[src/sv/token_pattern_matcher_top_defines.svh]
// assertion macros shared by the matcher modules
`ifndef TOKEN_PATTERN_MATCHER_TOP_DEFINES_SVH
`define TOKEN_PATTERN_MATCHER_TOP_DEFINES_SVH

// same-cycle implication
`define TPM_ASSERT_IMPLY(label, clk, rst, cond, prop) \
   label: assert property (@(posedge clk) disable iff (rst) (cond) |-> (prop)) \
      else $error("matcher assertion failed");

// next-cycle implication
`define TPM_ASSERT_NEXT(label, clk, rst, cond, prop) \
   label: assert property (@(posedge clk) disable iff (rst) (cond) |=> (prop)) \
      else $error("matcher assertion failed");

`endif

[src/sv/tpm_pkg.sv]
package tpm_pkg;

   // pattern and window depth
   localparam int MAX_PATTERN = 64;
   localparam int ADDR_W      = (MAX_PATTERN > 1) ? $clog2(MAX_PATTERN) : 1;
   localparam int LEN_W       = $clog2(MAX_PATTERN + 1);
   localparam int SUM_W       = LEN_W + 1;

   // field widths
   localparam int OPCODE_W = 2;
   localparam int TOKEN_W  = 32;
   localparam int LINE_W   = 20;
   localparam int COL_W    = 16;
   localparam int WIN_W    = TOKEN_W + LINE_W + COL_W;

   // saturation limits
   localparam logic [LINE_W-1:0] LINE_MAX = {LINE_W{1'b1}};
   localparam logic [COL_W-1:0]  COL_MAX  = {COL_W{1'b1}};

   typedef enum logic [OPCODE_W-1:0] {
      OP_CLEAR    = 2'd0,
      OP_PATTERN  = 2'd1,
      OP_TEXT     = 2'd2,
      OP_LINE_END = 2'd3
   } opcode_type;

   // commands from controller to datapath
   typedef struct packed {
      logic accept;
      logic compare_en;
      logic load_result;
   } ctrl_type;

   // status from datapath to controller
   typedef struct packed {
      logic scan_needed;
      logic hit;
      logic miss;
      logic out_free;
   } status_type;

endpackage

[src/sv/tpm_controller.sv]
`include "token_pattern_matcher_top_defines.svh"

module tpm_controller (
   input  logic                clock,
   input  logic                reset,
   input  logic                req_valid,
   output logic                req_ready,
   input  tpm_pkg::status_type status_i,
   output tpm_pkg::ctrl_type   ctrl_o
);
   import tpm_pkg::*;

   typedef enum logic [2:0] {
      ST_IDLE = 3'b001,
      ST_SCAN = 3'b010,
      ST_HOLD = 3'b100
   } state_type;

   state_type state_ff, state_in;
   logic      accept;

   assign req_ready = (state_ff == ST_IDLE);
   assign accept    = req_valid && req_ready;

   assign ctrl_o.accept      = accept;
   assign ctrl_o.compare_en  = (state_ff == ST_SCAN);
   assign ctrl_o.load_result = (state_ff == ST_HOLD) && status_i.out_free;

   // next state
   always_comb begin
      state_in = state_ff;
      unique case (state_ff)
         ST_IDLE: begin
            if (accept && status_i.scan_needed) begin
               state_in = ST_SCAN;
            end
         end
         ST_SCAN: begin
            if (status_i.hit) begin
               state_in = ST_HOLD;
            end else if (status_i.miss) begin
               state_in = ST_IDLE;
            end
         end
         ST_HOLD: begin
            if (status_i.out_free) begin
               state_in = ST_IDLE;
            end
         end
         default: begin
            state_in = ST_IDLE;
         end
      endcase
   end

   always_ff @(posedge clock) begin
      if (reset) begin
         state_ff <= ST_IDLE;
      end else begin
         state_ff <= state_in;
      end
   end

   // checks
   `TPM_ASSERT_NEXT(a_scan_start, clock, reset, accept && status_i.scan_needed, state_ff == ST_SCAN)
   `TPM_ASSERT_NEXT(a_hit_to_hold, clock, reset, (state_ff == ST_SCAN) && status_i.hit, state_ff == ST_HOLD)
   `TPM_ASSERT_NEXT(a_hold_release, clock, reset, ctrl_o.load_result, state_ff == ST_IDLE)
endmodule

[config.mk]
export PLATFORM = sky130hd
export DESIGN_NAME = tpm_controller
export DESIGN_NICKNAME = d
export VERILOG_FILES = /design/src/sv/tpm_pkg.sv /design/src/sv/tpm_controller.sv
export VERILOG_INCLUDE_DIRS = /design/src /design/src/sv
export SDC_FILE = /design/constraint.sdc
export NUM_CORES = 1
export LEC_CHECK = 0
export BUFFER_PORTS_ARGS = -buffer_cell sky130_fd_sc_hd__buf_4
export CORE_AREA = 10 10 47 49
export CTS_CLUSTER_DIAMETER = 50
export CTS_CLUSTER_SIZE = 8
export DETAILED_ROUTE_END_ITERATION = 12
export DIE_AREA = 0 0 57 59
export PLACE_DENSITY_LB_ADDON = 0.05
export SLEW_MARGIN = 0
export SYNTH_ARGS = -nofsm -noshare
export SYNTH_HDL_FRONTEND = slang
export SYNTH_SLANG_ARGS = --single-unit
[constraint.sdc]
create_clock -name clock -period 1.2 [get_ports clock]
set_input_delay 0 -clock clock [delete_from_list [all_inputs] [get_ports clock]]
set_output_delay 0 -clock clock [all_outputs]
set_load 0.1 [all_outputs]
== Word-level counts from Yosys, hierarchy flattened ==
Cells that the tools add are included.
Storage, ports and cells
  output and inout bits: 4
  flip-flop bits (word level): 3
  logic and storage cells: 16
Cells by class
  equality and inequality tests: 6
  reductions and logical operators: 4
  mux-type cells: 5
Operators with widths (number)
  $mux W3: 4
  $pmux W3 S3: 1
  $eq A3 B1 Y1 const B: 1
  $eq A3 B2 Y1 const B: 1
  $eq A3 B3 Y1 const B: 1
  $logic_and A1 B1 Y1: 3
  $ne A3 B3 Y1 const B: 1
  $reduce_and A3 Y1: 1
  $ne A2 B1 Y1 const B: 1
  $ne A2 B2 Y1 const B: 1

== Depth between registers and ports, before layout ==
  word-level depth: 5
  depth in mapped cells: 3
  gate-level depth less buffers: 3

== Least setup slack after synthesis ==
No wires, ideal clock.
  path kind: register to output
  start: register state_ff[0]
  end: output ctrl_o[2] (netlist bit)
  cell stages (with the launch flop): 4
  arrival time: 3.267 ns
  slack: -2.067 ns
  path buffers: 1
  cell sequence: dfxtp_1 -> nor3b_1 -> and2_1 -> buf_4
On the way
  longest elaborated chain between the ends: 2
RTL lines
  start: declaration: line tpm_controller.sv:19  | state_type state_ff, state_in;
  start signal: assignment: line tpm_controller.sv:60  | state_ff <= state_in;
  $eq A3 B1 Y1: line tpm_controller.sv:22  | assign req_ready = (state_ff == ST_IDLE);
  net req_ready: line tpm_controller.sv:7  | output logic req_ready,
  $logic_and A1 B1 Y1: line tpm_controller.sv:23  | assign accept = req_valid && req_ready;
  end: declaration: line tpm_controller.sv:9  | output tpm_pkg::ctrl_type ctrl_o
The timed path passes the listed nets, and every way through them passes these cells.

== Worst setup path in the final report ==
  start: register state_ff[1]
  end: register state_ff[1]
On the way
  longest elaborated chain between the ends: 5
  elaborated cells on any way between the ends: 10
  those cells by class: eq/ne (6); mux (1); reduce/logical (3)
RTL lines
  $eq A3 B1 Y1: line tpm_controller.sv:22, tpm_controller.sv:32
  $logic_and A1 B1 Y1: line tpm_controller.sv:23
  $logic_and A1 B1 Y1: line tpm_controller.sv:34  | if (accept && status_i.scan_needed) begin
  $ne A2 B1 Y1 (no source line)
  $reduce_and A3 Y1 (no source line)
Several ways; a longest one is shown, not always the timed one.
A chain may end at the register's enable or synchronous reset.

==> results by group <==
Status
  – Outcome: complete, but fails checks
  – Failing checks: negative setup slack

Yosys
  – Most area-consuming cells after synthesis: dfxtp_1, nor3b_1, a211oi_2
  – Synthesis Warnings: 0
  – Post-synth net total: 28
  – Gate Count Post-Synth: 21
  – Sequential area share after synthesis: 32.2%
  – Complex-gate fraction of the synthesized area: 22.8%
  – XOR/XNOR Fraction of Synth Area: 0%
  – Adder-cell share of the synthesized area: 0%
  – Cell area after synthesis: 186 µm²
  – Simple-gate area share of the yosys netlist: 38.9%
  – Post-synthesis register bit count: 3
  – Largest family of logic cells by synthesized area: simple AND/OR/NAND/NOR gates
  – Mux share of post-synthesis cell area: 0%
  – Synth top area share: 32.2%
  – Syn avg cell area: 8.88 µm²
  – Largest area contributor in the netlist: dfxtp_1
  – Post-synth cell types: 16

Place
  – GP Congestion: 0.706
  – Placed cell area: 328 µm²
  – HPWL Detailed: 525 µm
  – IO Port Bufs: 10

Global routing
  – Initial antenna violation count: 0
  – GR Layer Usage met1: 4.51%
  – Met3 Use GR: 3.22%
  – Met2 Track Usage GR: 6.67%
  – Most Used Layer, Global Route: met2
  – Global-route wire length before repair: 1230 µm
  – Pin count of the biggest net entering global routing: 7
  – Vias in the first global route: 273
  – Aggregate global-route resource usage: 4.79%
  – Global route overflow: 0

Route
  – Drt pass-1 iters: 1
  – DR vias/cell: 4.36
  – DRC: 0
  – Detailed Route WL: 690 µm
  – Iteration-0 DRC count of the detailed router: 0
  – Routed Antenna Nets: 0
  – Routed len/inst: 12.5 µm
  – Via Count: 240

Timing
  – Max Slew Vio Count: 0
  – Tmin final: 1.20 ns
  – Final worst setup slack: -0.00110 ns
  – RSZ-0062 raised after global routing: true
  – Final setup fails: 1
  – Slew headroom: 82.2%
  – Final hold vios: 0
  – Fmax: 833 MHz
  – Final setup skew: 0.00441 ns
  – Worst slew pin tran: 0.266 ns
  – Fin crit share: 100%
  – WHS: 0.0484 ns

Job
  – Max Cap Violations: 0

Power
  – Pwr per Cell Area: 922 mW/mm²
  – Leak Pwr: 0.173 nW
  – VDD IR max: 0.501 mV
  – Total power draw: 0.406 mW

CTS
  – CTS tree: built
  – Total CTS buffers: 3
  – Max Buffers Root-to-Sink: 2
  – Clk sinks: 3
  – Clock transition at path regs: 0.04 ns
  – Clock Tree Root: clkbuf_4
  – Clk Latency, worst-skew pair: 0.23 ns
  – Htree depth: 1

Die
  – DIE AREA: 0.00336 mm²
  – Row count: 14
  – I/O pins: 11
  – Die Ht: 59 µm
  – Die X: 57 µm
  – Initial Util: 13.3%
  – Core region area: 0.00140 mm²

Setup path
  – Max Fanout on Critical Path: 4
  – Startpoint types: flop
  – CP Class: reg -> reg
  – CP required: 1.35 ns
  – Nature of the critical path endpoint: flop
  – Data arrival time of the critical path: 1.35 ns

Layout
  – Area Growth Syn to Fin: 136%
  – Commonest non-fill, non-tap cell in the layout: buf_4
  – Biggest register: state_ff
  – Highest-count cells in the layout ignoring fill and taps: buf_4, clkbuf_4, buf_12
  – Final #Nets: 47
  – Share of layout cells above drive strength 1: 71.8%
  – Top flop regs: state_ff (3)
  – Antenna Cells: 0
  – Largest register FFs: 3
  – Design area: 440 µm²

Hold path
  – Min-Delay Path Class: in -> reg
[synth_stat cells]
| master | instances |
|---|---|
| buf_4 | 1 |
| or4b_1 | 1 |
| nand2b_1 | 2 |
| nor2_1 | 2 |
| nor3_1 | 1 |
| a211oi_1 | 1 |
| a21oi_1 | 1 |
| dfxtp_1 | 3 |
| and2_1 | 1 |
| o22a_1 | 1 |
| o32ai_1 | 1 |
| nand4b_1 | 1 |
| nand3b_1 | 1 |
| nor3b_1 | 2 |
| a211oi_2 | 1 |
| inv_1 | 1 |
[kinds of logic after synthesis]
kind of cell / after synthesis
and+or+nand+nor: 11
AOI/OAI and AO/OA: 5
DFF: 3
buffers and inverters: 2
[layout make-up]
cell class	instances	area (µm²)
repair buffers	15	160
flip-flops and latches	3	68.8
well taps	16	20.0
fillers	162	961
inverters	1	3.75
clock buffers	4	26.3
multi-input cells	16	161
[worst paths after layout]
| check | startpoint | endpoint | slack [ns] | depth (start not counted) |
|---|---|---|---|---|
| min reg2reg | state_ff[2]$_SDFFE_PP0P_ | state_ff[1]$_SDFFE_PP0P_ | 0.47 | 1 |
| min | status_i[0] | state_ff[2]$_SDFFE_PP0P_ | 0.05 | 3 |
| max | state_ff[1]$_SDFFE_PP0P_ | state_ff[1]$_SDFFE_PP0P_ | -0.001 | 3 |
| max reg2reg | state_ff[1]$_SDFFE_PP0P_ | state_ff[1]$_SDFFE_PP0P_ | -0.001 | 3 |
[worst max-delay path: stages (launching register included)]
cell and delay, ns:
dfxtp_2 0.35, buf_4 0.14, or4b_4 0.46, a211oi_2 0.17
[through the flow]
step	util, %	setup slack, ns	std cells	TNS (ns)
floorplan	-	-0.522	21	-0.917
global placement	23.4	0.0537	49	0
detailed placement	23.4	0.0549	49	0
CTS	29.0	-0.0151	54	-0.0151
global route	31.4	-0.0640	55	-0.162
finish	31.4	-0.00110	55	-0.00110
[where the power goes]
part           switching, mW  leakage [nW]  internal (mW)
Combinational         0.0691         0.132         0.0559
Sequential           0.00457        0.0257          0.101
Clock                 0.0515        0.0150          0.124
Total                  0.125         0.173          0.281
[routing by layer]
metal  wire [µm]  vias up
met3          63        2
met4          22        0
met1         241      109
met5           0        -
met2         362       12
li1            -      117
[what timing repair did]
item | 4_1_cts | 5_1_grt
endpoints found under the hold margin | 2 | 0
gates resized for setup | 11 | 6
setup endpoints to repair | 4 | 5
setup buffers | 1 | 1
hold buffers | 1 | 0
pin swaps | 3 | 3
cloned | 0 | 0
Power figures use the tool's default switching activity.
